<file path="config.mk">
export PLATFORM = sky130hd
export DESIGN_NAME = double_ended_queue
export DESIGN_NICKNAME = d
export VERILOG_FILES = /design/src/sv/deq_pkg.sv /design/src/sv/deq_cell.sv /design/src/sv/deq_chain.sv /design/src/sv/double_ended_queue.sv
export SDC_FILE = /design/constraint.sdc
export NUM_CORES = 1
export LEC_CHECK = 0
export BUFFER_PORTS_ARGS = -buffer_cell sky130_fd_sc_hd__clkbuf_2
export CAP_MARGIN = 20
export CORE_UTILIZATION = 40
export DETAILED_ROUTE_END_ITERATION = 16
export PLACE_DENSITY = 0.65
export SYNTH_ARGS = -nofsm -noshare
export SYNTH_HDL_FRONTEND = slang
export SYNTH_SLANG_ARGS = --single-unit
</file>
<file path="constraint.sdc">
create_clock -name clk -period 4.9 [get_ports clk]
set_input_delay 0.98 -clock clk [delete_from_list [all_inputs] [get_ports clk]]
set_output_delay 0.98 -clock clk [all_outputs]
set_load 0.01 [all_outputs]
</file>
<file path="src/sv/deq_pkg.sv">
// Shared types and constants for the double-ended queue.
// Holds request and status codes and the per-cell control struct; no dependencies.
package deq_pkg;

  localparam int DEPTH_DEF      = 16;
  localparam int DATA_WIDTH_DEF = 8;

  typedef enum logic [1:0] {
    REQ_PUSH_BACK  = 2'd0,
    REQ_PUSH_FRONT = 2'd1,
    REQ_POP_FRONT  = 2'd2,
    REQ_POP_BACK   = 2'd3
  } req_t;

  typedef enum logic [1:0] {
    ST_OK        = 2'd0,
    ST_UNDERFLOW = 2'd1,
    ST_OVERFLOW  = 2'd2
  } status_t;

  // Broadcast to every cell of one chain. At most one flag is set.
  typedef struct packed {
    logic shift_up;    // take the value of the lower neighbor
    logic shift_down;  // take the value of the upper neighbor
    logic load;        // the cell whose index equals the count takes the value
  } cell_ctrl_t;

endpackage

</file>
<file path="src/sv/deq_cell.sv">
// One storage cell of a deque chain.
// Depends on deq_pkg for the control struct.
module deq_cell #(
  parameter int DATA_WIDTH = deq_pkg::DATA_WIDTH_DEF,
  parameter int CNT_W      = 5,
  parameter int IDX        = 0
) (
  input  logic                   clk,
  input  deq_pkg::cell_ctrl_t    ctrl,
  input  logic [CNT_W-1:0]       count,
  input  logic [DATA_WIDTH-1:0]  push_value,
  input  logic [DATA_WIDTH-1:0]  lower_in,
  input  logic [DATA_WIDTH-1:0]  upper_in,
  output logic [DATA_WIDTH-1:0]  value
);
  import deq_pkg::*;

  logic at_count;

  assign at_count = (count == CNT_W'(IDX));

  always_ff @(posedge clk) begin
    priority if (ctrl.shift_up) begin
      value <= lower_in;
    end else if (ctrl.shift_down) begin
      value <= upper_in;
    end else if (ctrl.load && at_count) begin
      value <= push_value;
    end else begin
      // hold
      value <= value;
    end
  end

endmodule

</file>
<file path="src/sv/deq_chain.sv">
// Row of deq_cell instances; cell 0 holds the element at the chain's head.
// Depends on deq_pkg and deq_cell.
module deq_chain #(
  parameter int DEPTH      = deq_pkg::DEPTH_DEF,
  parameter int DATA_WIDTH = deq_pkg::DATA_WIDTH_DEF,
  parameter int CNT_W      = 5
) (
  input  logic                   clk,
  input  deq_pkg::cell_ctrl_t    ctrl,
  input  logic [CNT_W-1:0]       count,
  input  logic [DATA_WIDTH-1:0]  push_value,
  output logic [DATA_WIDTH-1:0]  head
);
  import deq_pkg::*;

  logic [DATA_WIDTH-1:0] vals [DEPTH];

  for (genvar i = 0; i < DEPTH; i++) begin : g_cell
    logic [DATA_WIDTH-1:0] lower;
    logic [DATA_WIDTH-1:0] upper;

    // Head cell takes the pushed value on a shift up; last cell holds on a shift down.
    if (i == 0) begin : g_lo
      assign lower = push_value;
    end else begin : g_lo
      assign lower = vals[i-1];
    end
    if (i == DEPTH-1) begin : g_hi
      assign upper = vals[i];
    end else begin : g_hi
      assign upper = vals[i+1];
    end

    deq_cell #(
      .DATA_WIDTH(DATA_WIDTH),
      .CNT_W     (CNT_W),
      .IDX       (i)
    ) u_cell (
      .clk       (clk),
      .ctrl      (ctrl),
      .count     (count),
      .push_value(push_value),
      .lower_in  (lower),
      .upper_in  (upper),
      .value     (vals[i])
    );
  end

  assign head = vals[0];

endmodule

</file>
<file path="src/sv/double_ended_queue.sv">
// Bounded double-ended queue built from two chains of shifting cells.
// Depends on deq_pkg and deq_chain.
//
// Usage: a request (req_type, push_value) enters on in_valid/in_ready. Every
// request yields one result on out_valid/out_ready: front_value, back_value
// and element_count after the request, plus status (ok, pop on empty, push
// on full). A refused request leaves the contents unchanged.
// The front chain keeps elements in order from the front, the back chain in
// order from the back, so both ends sit in cell 0 of a chain. A push
// shifts one chain by a cell and the other chain writes the cell at the
// current count; a pop shifts only the chain of its end by a cell.
// Result: registered; it is valid in the cycle after the request is taken.
// Throughput: one request per cycle while the receiver takes each result;
// the result register frees as the receiver takes it.
// Stall: while a result waits, in_ready is low and the contents hold.
// Reset: count and handshake state clear; cell contents are not cleared,
// and an empty queue reads 0 at both ends.
module double_ended_queue #(
  parameter int DEPTH      = deq_pkg::DEPTH_DEF,
  parameter int DATA_WIDTH = deq_pkg::DATA_WIDTH_DEF,
  parameter int CNT_W      = $clog2(DEPTH + 1)
) (
  input  logic                   clk,
  input  logic                   rst,
  input  logic                   in_valid,
  output logic                   in_ready,
  input  logic [1:0]             req_type,
  input  logic [DATA_WIDTH-1:0]  push_value,
  output logic                   out_valid,
  input  logic                   out_ready,
  output logic [DATA_WIDTH-1:0]  front_value,
  output logic [DATA_WIDTH-1:0]  back_value,
  output logic [CNT_W-1:0]       element_count,
  output logic [1:0]             status
);
  import deq_pkg::*;

  logic [CNT_W-1:0]      count;
  logic [CNT_W-1:0]      count_next;
  status_t               status_reg;
  status_t               status_next;
  cell_ctrl_t            front_ctrl;
  cell_ctrl_t            back_ctrl;
  logic [DATA_WIDTH-1:0] front_head;
  logic [DATA_WIDTH-1:0] back_head;
  logic                  fire;
  logic                  full;
  logic                  empty;
  req_t                  req;

  assign in_ready = !out_valid || out_ready;
  assign fire     = in_valid && in_ready;
  assign req      = req_t'(req_type);
  assign full     = (count == CNT_W'(DEPTH));
  assign empty    = (count == '0);

  always_comb begin
    front_ctrl  = '0;
    back_ctrl   = '0;
    count_next  = count;
    status_next = ST_OK;
    if (fire) begin
      unique case (req)
        REQ_PUSH_BACK: begin
          if (full) begin
            status_next = ST_OVERFLOW;
          end else begin
            front_ctrl.load    = 1'b1;
            back_ctrl.shift_up = 1'b1;
            count_next         = count + 1'b1;
          end
        end
        REQ_PUSH_FRONT: begin
          if (full) begin
            status_next = ST_OVERFLOW;
          end else begin
            front_ctrl.shift_up = 1'b1;
            back_ctrl.load      = 1'b1;
            count_next          = count + 1'b1;
          end
        end
        REQ_POP_FRONT: begin
          if (empty) begin
            status_next = ST_UNDERFLOW;
          end else begin
            front_ctrl.shift_down = 1'b1;
            count_next            = count - 1'b1;
          end
        end
        REQ_POP_BACK: begin
          if (empty) begin
            status_next = ST_UNDERFLOW;
          end else begin
            back_ctrl.shift_down = 1'b1;
            count_next           = count - 1'b1;
          end
        end
        default: begin
          status_next = ST_OK;
        end
      endcase
    end
  end

  always_ff @(posedge clk) begin
    if (rst) begin
      count     <= '0;
      out_valid <= 1'b0;
    end else begin
      count <= count_next;
      if (fire) begin
        out_valid <= 1'b1;
      end else if (out_ready) begin
        out_valid <= 1'b0;
      end
    end
  end

  // Status is payload: hold it with the result.
  always_ff @(posedge clk) begin
    if (fire) begin
      status_reg <= status_next;
    end
  end

  deq_chain #(
    .DEPTH     (DEPTH),
    .DATA_WIDTH(DATA_WIDTH),
    .CNT_W     (CNT_W)
  ) u_front_chain (
    .clk       (clk),
    .ctrl      (front_ctrl),
    .count     (count),
    .push_value(push_value),
    .head      (front_head)
  );

  deq_chain #(
    .DEPTH     (DEPTH),
    .DATA_WIDTH(DATA_WIDTH),
    .CNT_W     (CNT_W)
  ) u_back_chain (
    .clk       (clk),
    .ctrl      (back_ctrl),
    .count     (count),
    .push_value(push_value),
    .head      (back_head)
  );

  assign front_value   = empty ? '0 : front_head;
  assign back_value    = empty ? '0 : back_head;
  assign element_count = count;
  assign status        = status_reg;

`ifndef SYNTHESIS
  a_count_bound: assert property (@(posedge clk) disable iff (rst)
    count <= CNT_W'(DEPTH))
    else $error("element count exceeds depth");

  a_result_follows: assert property (@(posedge clk) disable iff (rst)
    fire |=> out_valid)
    else $error("accepted request produced no result");

  a_overflow_full: assert property (@(posedge clk) disable iff (rst)
    fire && (status_next == ST_OVERFLOW) |=> count == CNT_W'(DEPTH))
    else $error("overflow reported on a queue that is not full");

  a_push_grows: assert property (@(posedge clk) disable iff (rst)
    fire && !full && (req == REQ_PUSH_BACK || req == REQ_PUSH_FRONT)
      |=> count == $past(count) + 1'b1)
    else $error("accepted push did not grow the count");
`endif

endmodule

</file>
Word-level counts from Yosys, hierarchy flattened
Index checks and enable logic that the tools add are counted.
- register bits: 264
- output and inout port bits: 25
- word-level logic and storage cells: 249
- input bits: 14
- reductions and logical operators: 75
- add/sub/neg operators: 2
- mux-type cells: 114
- equal/unequal tests: 23
- operators with widths (cell ; number):
    8-bit 2-to-1 mux ; 98
    3-bit nonzero test ; 30
    5-bit by 4-bit == test with 1-bit output, second input constant ; 8
    1-bit logical AND ; 33
    5-bit by 3-bit == test with 1-bit output, second input constant ; 4
    5-bit by 2-bit == test with 1-bit output, second input constant ; 2
    5-bit 2-to-1 mux ; 2
    5-bit one-hot mux with 2 select lines ; 1
    1-bit 2-to-1 mux ; 9
    3-bit 2-to-1 mux ; 2
    2-bit nonzero test ; 3
    5-bit by 1-bit adder with 5-bit output, second input constant ; 1
    5-bit by 1-bit == test with 1-bit output, second input constant ; 1
    5-bit == test, second input constant ; 1
    5-bit logical NOT ; 1
    5-bit by 1-bit subtractor with 5-bit output, second input constant ; 1
    2-bit == test, second input constant ; 2
    2-bit by 1-bit != test with 1-bit output, second input constant ; 2
    2-bit != test, second input constant ; 2
    2-bit one-hot mux with 2 select lines ; 1
    2-bit AND reduction ; 2
    2-bit OR reduction ; 2
    3-bit AND reduction ; 1
    2-bit by 1-bit == test with 1-bit output, second input constant ; 1
    other kinds (4) ; 4

Logic depth before layout (Yosys ltp)
Gate-level depths: netlist of run 1.
- word-level depth: 8
- mapped depth: 9
- depth with buffers taken out: 7

Hierarchy
Synthesis of run 1 repeated with hierarchy kept, for this count alone.
- cell total of the unflattened synthesis: 1261
- area total of the unflattened synthesis: 14734.1 um^2
- by module, submodules not included (module ; cells an instance ; area each (um^2) ; seq. area each (um^2) ; times used):
    deq_cell (u_back_chain.g_cell[10].u_cell ...) ; 37 ; 440.4 ; 240.2 ; 8
    deq_cell (u_back_chain.g_cell[1].u_cell ...) ; 37 ; 445.4 ; 240.2 ; 4
    deq_cell (u_back_chain.g_cell[4].u_cell ...) ; 37 ; 439.2 ; 240.2 ; 4
    deq_cell (u_back_chain.g_cell[11].u_cell ...) ; 36 ; 436.7 ; 240.2 ; 4
    deq_cell (u_back_chain.g_cell[13].u_cell ...) ; 38 ; 436.7 ; 240.2 ; 4
    deq_cell (u_back_chain.g_cell[3].u_cell ...) ; 36 ; 441.7 ; 240.2 ; 2
    deq_cell (u_back_chain.g_cell[0].u_cell ...) ; 37 ; 437.9 ; 240.2 ; 2
    deq_cell (u_back_chain.g_cell[12].u_cell ...) ; 37 ; 432.9 ; 240.2 ; 2
    deq_cell (u_back_chain.g_cell[15].u_cell ...) ; 36 ; 422.9 ; 240.2 ; 2
    double_ended_queue ; 81 ; 708.2 ; 180.2 ; 1

Least setup slack after synthesis of run 1
No wires, ideal clock.
- path kind: in2reg
- start point: input port out_ready
- end point: register u_back_chain.g_cell[4].u_cell.value[0] (enable)
- data required time: 4.526 ns
- setup slack: 1.904 ns
- arrival: 2.622 ns
- cell stages on the path: 8
- library setup time: 0.374 ns
- buffers on the path: 4
- cells stage by stage: nor2b_1 -> buf_2 -> nor4_4 -> buf_4 -> buf_6 -> buf_6 -> nand2_1 -> o21ai_1
- word-level cells in the longest chain between the ends: 5
- ends and longest elaborated chain (element ; line ; source):
    start, declared ; double_ended_queue.sv:30 ; input logic out_ready,
    1-bit logical OR * ; double_ended_queue.sv:51 ; assign in_ready = !out_valid || out_ready;
    1-bit logical AND * ; double_ended_queue.sv:52 ; assign fire = in_valid && in_ready;
    3-bit 2-to-1 mux * ; double_ended_queue.sv:62 ; if (fire) begin
    1-bit logical AND ; deq_cell.sv:27 ; end else if (ctrl.load && at_count) begin
    3-bit nonzero test (no line) * ; n/a ;
    end signal, assigned ; deq_cell.sv:26 ; value <= upper_in;
    end signal, assigned ; deq_cell.sv:28 ; value <= push_value;
    end signal, assigned ; deq_cell.sv:31 ; value <= value;
    end, declared ; deq_cell.sv:14 ; output logic [DATA_WIDTH-1:0] value
Every way passes the cells marked *; elsewhere a longest branch is shown, timed or not.
A chain may end at the register's enable or synchronous reset.

Worst setup path in the final report of run 1
- start point: register count[0] (netlist: element_count[0])
- end point: output port front_value[0]
- word-level cells in the longest chain between the ends: 2
- ends and longest elaborated chain (element ; line ; source):
    start, declared ; double_ended_queue.sv:38 ; logic [CNT_W-1:0] count;
    start signal, assigned ; double_ended_queue.sv:110 ; count <= count_next;
    5-bit logical NOT ; double_ended_queue.sv:55 ; assign empty = (count == '0);
    8-bit 2-to-1 mux ; double_ended_queue.sv:150 ; assign front_value = empty ? '0 : front_head;
    end, declared ; double_ended_queue.sv:31 ; output logic [DATA_WIDTH-1:0] front_value,
Every way passes these cells.

==> results of run 1 <==
## worst max-delay path by stage
stage / startpoint / to / slack, ns / cells past startpoint
after global placement: req_type[0] / u_front_chain.g_cell[13].u_cell.value[3] / 1.35 / 5
after detailed placement: out_ready / u_back_chain.g_cell[0].u_cell.value[2] / 1.25 / 6
after floorplan: out_ready / u_back_chain.g_cell[4].u_cell.value[0] / 1.90 / 8
after global routing: element_count[0] / front_value[5] / 1.38 / 6
final: element_count[0] / front_value[0] / 1.52 / 6
after CTS: element_count[0] / front_value[0] / 1.50 / 6
## power groups by stage
| stage | combinational, mW | clock (mW) | sequential (mW) |
|---|---|---|---|
| after global routing | 0.900 | 2.19 | 2.90 |
| final | 0.825 | 2.08 | 2.89 |
| after floorplan | 0.575 | 0 | 2.87 |
| after global placement | 0.802 | 0 | 2.92 |
| after CTS | 0.827 | 2.11 | 2.88 |
| after detailed placement | 0.821 | 0 | 2.92 |
## routing by layer
metal,up-vias,GRT usage [%]
met2,414,25.3
met3,27,3.02
met4,0,4.06
li1,3407,-
met5,-,0
met1,3979,30.6
## cell type report
type | count | area, um2 | share of cell area, %
sequential | 264 | 7870 | 59.5
multi-input combinational | 425 | 3570 | 27.0
clock buffer | 36 | 752 | 5.68
tap | 384 | 480 | 3.63
timing repair buffer | 55 | 359 | 2.71
clock inverter | 15 | 141 | 1.07
inverter | 16 | 60.1 | 0.454
antenna | 1 | 2.50 | 0.0189
## cells by family (layout without fill, tap and decap cells)
family                   count (synthesis)  in the layout  synth area share, %
buffers and inverters                  106            122                 4.22
XOR/XNOR                                 3              3                0.221
AND/OR/NAND/NOR                        103            103                 4.79
AO/OA/AOI/OAI                          313            313                 24.0
flip-flops                             264            264                 66.1
adder cells (fa/ha/maj)                  6              6                0.631
other                                    0              1                    0
## synthesized netlist by cell type, types with 2 or more instances
library cell	count
sky130_fd_sc_hd__buf_6	2
sky130_fd_sc_hd__buf_4	7
sky130_fd_sc_hd__a211o_1	5
sky130_fd_sc_hd__a211oi_2	11
sky130_fd_sc_hd__nand2b_1	2
sky130_fd_sc_hd__nand3_1	23
sky130_fd_sc_hd__a21o_1	11
sky130_fd_sc_hd__nor2_1	9
sky130_fd_sc_hd__nor4_4	2
sky130_fd_sc_hd__edfxtp_1	258
sky130_fd_sc_hd__buf_2	50
sky130_fd_sc_hd__nor2b_1	20
sky130_fd_sc_hd__or4_1	2
sky130_fd_sc_hd__inv_1	16
sky130_fd_sc_hd__xor2_1	2
sky130_fd_sc_hd__o21bai_1	3
sky130_fd_sc_hd__dfxtp_1	6
sky130_fd_sc_hd__ha_1	6
sky130_fd_sc_hd__a31oi_1	2
sky130_fd_sc_hd__and3_1	2
sky130_fd_sc_hd__or3_1	3
sky130_fd_sc_hd__nand2_1	29
sky130_fd_sc_hd__and2_1	4
sky130_fd_sc_hd__clkbuf_1	27
sky130_fd_sc_hd__a211oi_1	6
sky130_fd_sc_hd__a21oi_1	7
sky130_fd_sc_hd__o21ai_0	38
sky130_fd_sc_hd__a221o_1	224
sky130_fd_sc_hd__buf_1	4
==> reports/qor.yml, run 1 <==
yosys:
  netlist-cell-type-count: 43
  synth-async-reset-ratio_pct: 0
  synth_seq_area_share_pct: 66.1
  synth_edf_count: 258
  synth_area_leaders: "sky130_fd_sc_hd__edfxtp_1 65%, sky130_fd_sc_hd__a221o_1 19%, sky130_fd_sc_hd__buf_2 2.1%, sky130_fd_sc_hd__o21ai_0 1.6%, sky130_fd_sc_hd__a211oi_2 1.2%"
  synth_top_area_cell: "sky130_fd_sc_hd__edfxtp_1"
  syn-instance-count: 795
  yosysWarnings: 0
  register_bit_count_reported_by_yosys: 264
  syn-mean-instance-area_um2: 15.0
  synthesis.area_um2: 11900
  post-synth-top-area-fraction_pct: 65.1
  synth_ff_type: "sky130_fd_sc_hd__edfxtp_1"
  postSynthNetCount: 815
place:
  portBuffers: 38
  preCtsSetupSlack_ns: 1.25
  place.detailed.instances: 1143
  postPlaceCellArea_um2: 12300
  gp_routability_congestion: 0.781
  dp.final_hpwl_mm: 17.7
floorplan:
  placementRows: 62
  core_area_um2: 29000
  fp.dieArea_um2: 30400
  floorplan.io_pins: 39
  initial_utilization_pct: 41.0
  die_width_um: 174
  floorplan.die.height_um: 174
critical_path:
  critPathBufInv: 3
  r2r_slack_ns: 1.61
  crit_path_max_fanout: 19
  cp_data_arrival_time_ns: 2.40
  cp-start-kind: "register"
  worstRegToRegCells: 7
  timing.critical_path.slowest_stage_cell: "sky130_fd_sc_hd__ha_1"
  path_delay_family: "buffers and inverters"
  slowest_delay_ns: 0.39
  cells_along_the_critical_path: "inv_1, ha_1, nor4b_4, buf_4, nor2b_1, clkbuf_2"
  worstSetupPathType: "reg -> out"
  critical_path.reg2reg.endpoint: "u_front_chain.g_cell[3].u_cell.value[1]"
  timing.rr.start: "element_count[0]"
  timing.critical_path.required_ns: 3.92
  setup.worst_path.end_class: "output port"
power:
  clockPowerShare_pct: 35.9
  p_leak_nw: 4.48
  cellInternalPower_mw: 4.30
  p_comb_share_pct: 14.2
  design_power_total_mw: 5.79
  switching_share_pct: 25.8
  p_switching_mw: 1.49
  seqPwrFrac_pct: 49.8
  power.density_nw_per_um2: 438
  vdd_ir_max_uv: 224
layout:
  post_layout_nonfiller_instances: 1196
  area.growth.synth_to_final_pct: 11.2
  layout_commonest_cell: "sky130_fd_sc_hd__edfxtp_1"
  fill_cells: 2586
  most_used_cells_in_the_layout_excluding_fill_and_tap_cells: "258 x sky130_fd_sc_hd__edfxtp_1, 224 x sky130_fd_sc_hd__a221o_1, 38 x sky130_fd_sc_hd__o21ai_0, 38 x sky130_fd_sc_hd__clkbuf_2"
  layout.cell_area.non_filler_um2: 13200
  drive_above_1_share_pct: 14.3
  finish.net_count: 810
  final_core_utilization_pct: 45.6
sta:
  final_cycle_utilization_of_the_critical_path_pct: 69.0
  worst_hold_slack_ns: 0.550
  clock_skew_ns: 0.0102
  report.final.slew_viol_count: 0
  grt_setup_unrepaired: "no"
  final.setup.worst_slack_ns: 1.52
  final-hold-violation-count: 0
  achievable-frequency_ghz: 0.296
  fin_setup_tns_ns: 0
  final_setup_violation_count: 0
  max-slew-margin-rel_pct: 23.6
  fin_crit_ns: 3.38
  worst_pin_slew_ns: 1.14
detailed_routing:
  route.final.wire_length_mm: 28.6
  drt-wirelength-per-cell_um: 23.9
  dr.first_iter.drc_count: 1119
  dr_wl_met2_mm: 11.9
  route.met3.wl_mm: 2.61
  route.detailed.vias_per_inst: 6.54
  detailroute.via_count: 7827
  drc_errors: 0
  drt_first_pass_iters: 5
  drt.antenna.violating_nets: 0
  top_layer: "met4"
  detail_route.wirelength.met1_mm: 13.6
grt:
  number_of_global_route_vias_before_repair: 7178
  maximum_number_of_pins_on_one_net_before_global_route_repair: 146
  grt_overflow: 0
  number_of_antenna_violations_at_the_first_check_in_global_routing: 0
  grt_first_pass_wirelength_mm: 44.5
  grt_use_total_pct: 18.6
flow_run:
  max-cap-violations: 0
clock_network:
  clock_tree.htree_level_count: 1
  max-clock-path-buffers: 3
  cts_sinks: 264
  clock_tree_from_tritoncts: "yes"
  cts.reportedPaths.clkPinSlew_ns: 0.06
  insertion_delay_ns: 0.54
  cts.root.buffer_cell: "sky130_fd_sc_hd__clkbuf_16"
  cts_buffers: 28
  post-cts-setup-buffer-count: 0
  cts_hold_repair.buffers: 0
  total_of_cells_resized_after_clock_tree_synthesis: 0
min_path:
  timing.hold.worst.class: "reg -> reg"
  hold_path_depth: 1
  hp-start: "u_front_chain.g_cell[15].u_cell.value[6]"
  holdPathEnd: "u_front_chain.g_cell[14].u_cell.value[6]"
run_status:
  status: "finished, final reports clean"
Power figures use the tool's default switching activity.
==> run 2, diff against run 1 <==
- clock period: 4.9 -> 3.3 ns (I/O delays scaled with it)
==> reports/qor.yml, run 2 (synthesized netlist as in run 1, its figures left out) <==
detailed_routing:
  drt-wirelength-per-cell_um: 24.0  # was 23.9 um
  route.final.wire_length_mm: 29.3  # was 28.6 mm
  dr.first_iter.drc_count: 1014  # was 1119
  route.detailed.vias_per_inst: 6.54  # about the same
  detailroute.via_count: 7990  # was 7827
  drt_first_pass_iters: 5  # unchanged
  drc_errors: 0  # unchanged
  drt.antenna.violating_nets: 0  # unchanged
grt:
  grt.met2_usage_pct: 26.2  # was 25.3%
  maximum_number_of_pins_on_one_net_before_global_route_repair: 76  # was 146
  number_of_global_route_vias_before_repair: 7212  # was 7178
  grt_first_pass_wirelength_mm: 45.0  # was 44.5 mm
  grt_busiest_layer: "met1"  # unchanged
  grt_use_met3_pct: 3.04  # was 3.02%
  grt_use_total_pct: 19.0  # was 18.6%
  grt_overflow: 0  # unchanged
  number_of_antenna_violations_at_the_first_check_in_global_routing: 0  # unchanged
  met1_usage_pct: 30.8  # was 30.6%
layout:
  fill_cells: 2551  # was 2586
  most_used_cells_in_the_layout_excluding_fill_and_tap_cells: "258 x sky130_fd_sc_hd__edfxtp_1, 224 x sky130_fd_sc_hd__a221o_1, 39 x sky130_fd_sc_hd__buf_4"  # was 258 x sky130_fd_sc_hd__edfxtp_1, 224 x sky130_fd_sc_hd__a221o_1, 38 x sky130_fd_sc_hd__o21ai_0, 38 x sky130_fd_sc_hd__clkbuf_2
  layout_commonest_cell: "sky130_fd_sc_hd__edfxtp_1"  # unchanged
  area.growth.synth_to_final_pct: 13.4  # was 11.2%
  finish.net_count: 839  # was 810
  drive_above_1_share_pct: 17.7  # was 14.3%
  final_core_utilization_pct: 46.5  # was 45.6%
  antenna_cells_inserted: 0  # was 1
power:
  power.density_nw_per_um2: 641  # was 438 nW/um2
  vdd_ir_max_uv: 400  # was 224 uV
  design_power_total_mw: 8.64  # was 5.79 mW
  p_leak_nw: 4.64  # was 4.48 nW
clock_network:
  cts_buffers: 27  # was 28
  cts.reportedPaths.clkPinSlew_ns: 0.06  # about the same
  cts.root.buffer_cell: "sky130_fd_sc_hd__clkbuf_16"  # unchanged
  max-clock-path-buffers: 3  # unchanged
  clock_tree.htree_level_count: 1  # unchanged
  total_of_cells_resized_after_clock_tree_synthesis: 0  # unchanged
  post-cts-setup-buffer-count: 0  # unchanged
  clock_tree_from_tritoncts: "yes"  # unchanged
  cts_hold_repair.buffers: 0  # unchanged
  cts_sinks: 264  # unchanged
  insertion_delay_ns: 0.54  # about the same
sta:
  final.setup.worst_slack_ns: 0.283  # was 1.52 ns
  achievable-frequency_ghz: 0.331
  report.final.slew_viol_count: 0  # unchanged
  worst_pin_slew_ns: 0.972  # was 1.14 ns
  grt_setup_unrepaired: "no"  # unchanged
  final_cycle_utilization_of_the_critical_path_pct: 91.4
  fin_crit_ns: 3.02
  max-slew-margin-rel_pct: 35.1  # was 23.6%
  final_setup_violation_count: 0  # unchanged
  fin_setup_tns_ns: 0  # unchanged
  final-hold-violation-count: 0  # unchanged
  clock_skew_ns: 0.0203  # was 0.0102 ns
critical_path:
  cp_data_arrival_time_ns: 3.17  # was 2.40 ns
  cells_along_the_critical_path: "inv_1, ha_1, buf_4, nor4b_4, nor4_4, buf_12, a21oi_1, nand2_1"  # was inv_1, ha_1, nor4b_4, buf_4, nor2b_1, clkbuf_2
  timing.rr.start: "element_count[0]"  # unchanged
  timing.critical_path.required_ns: 3.46  # was 3.92 ns
  wp_depth: 8  # was 6
  crit_path_max_fanout: 30  # was 19
  slowest_delay_ns: 0.68  # was 0.39 ns
  timing.critical_path.slowest_stage_cell: "sky130_fd_sc_hd__a21oi_1"  # was sky130_fd_sc_hd__ha_1
  critical_path.reg2reg.endpoint: "u_back_chain.g_cell[3].u_cell.value[5]"  # was u_front_chain.g_cell[3].u_cell.value[1]
  worstRegToRegCells: 8  # was 7
  path_delay_family: "simple AND/OR/NAND/NOR gates"  # was buffers and inverters
  r2r_slack_ns: 0.28  # was 1.61 ns
  setup.worst_path.end_class: "register"  # was output port
  critPathBufInv: 3  # unchanged
  cp-start-kind: "register"  # unchanged
  worstSetupPathType: "reg -> reg"  # was reg -> out
floorplan:
  core_area_um2: 29000  # unchanged
  floorplan.io_pins: 39  # unchanged
  die_width_um: 174  # unchanged
  fp.dieArea_um2: 30400  # unchanged
  initial_utilization_pct: 41.0  # unchanged
  floorplan.die.height_um: 174  # unchanged
  placementRows: 62  # unchanged
flow_run:
  max-cap-violations: 0  # unchanged
min_path:
  hp-start: "rst"  # was u_front_chain.g_cell[15].u_cell.value[6]
  holdPathEnd: "element_count[0]"  # was u_front_chain.g_cell[14].u_cell.value[6]
  timing.hold.worst.class: "in -> reg"  # was reg -> reg
  hold_path_depth: 2  # was 1
place:
  preCtsSetupSlack_ns: 0.0674  # was 1.25 ns
  gp_routability_congestion: 0.780  # was 0.781
  portBuffers: 38  # unchanged
  dp.final_hpwl_mm: 18.9  # was 17.7 mm
run_status:
  status: "finished, final reports clean"  # unchanged
## run 2: cell count changes in the layout (fill, tap and decap cells not counted), sizes merged
cell and change:
buf +30, bufinv +1, clkbuf -4, clkinv -3, clkinvlp +1, diode -1
inv +1
## run 2: cell type report
class | count | area [um2] | share of cell area (%)
flip-flops and latches | 264 | 7870 | 58.3
multi-input cells | 425 | 3570 | 26.4
clock buffers | 32 | 694 | 5.15
repair buffers | 85 | 643 | 4.77
well taps | 384 | 480 | 3.56
clock inverters | 15 | 178 | 1.32
inverters | 16 | 60.1 | 0.445
## run 2: how the worst max path moves through the flow
| stage | to | start | slack (ns) |
|---|---|---|---|
| 6_report | u_back_chain.g_cell[3].u_cell.value[5] | element_count[0] | 0.28 |
| 5_1_grt | u_back_chain.g_cell[3].u_cell.value[5] | element_count[0] | 0.07 |
| 4_1_cts | back_value[2] | element_count[0] | 0.24 |
| 3_5_place_dp | u_back_chain.g_cell[3].u_cell.value[2] | out_ready | 0.07 |
| 3_3_place_gp | u_back_chain.g_cell[12].u_cell.value[2] | out_ready | 0.15 |
| 2_1_floorplan | u_front_chain.g_cell[4].u_cell.value[0] | element_count[0] | 0.41 |
## run 2: power breakdown
part	switching, mW	leakage [nW]	total, mW	internal (mW)
clock	1.27	0.428	3.08	1.81
sequential	0.179	2.44	4.27	4.10
combinational	0.789	1.78	1.29	0.500
total	2.24	4.64	8.64	6.40
## run 2: through the flow
| stage | cells | instance area [um2] | hold slack (ns) |
|---|---|---|---|
| finish | 1221 | 13500 | 0.357 |
| global route | 1221 | 13500 | 0.359 |
| CTS | 1220 | 13500 | 0.349 |
| detailed placement | 1173 | 12600 | 0.537 |
| global placement | 1173 | 12600 | 0.527 |
| floorplan | 795 | 11900 | 0.521 |
## run 2: layer usage
layer	up-vias	share of wire [%]
met4	0	1.8
met1	4020	47
met2	463	42
met3	42	8.9
li1	3465	-
met5	-	0
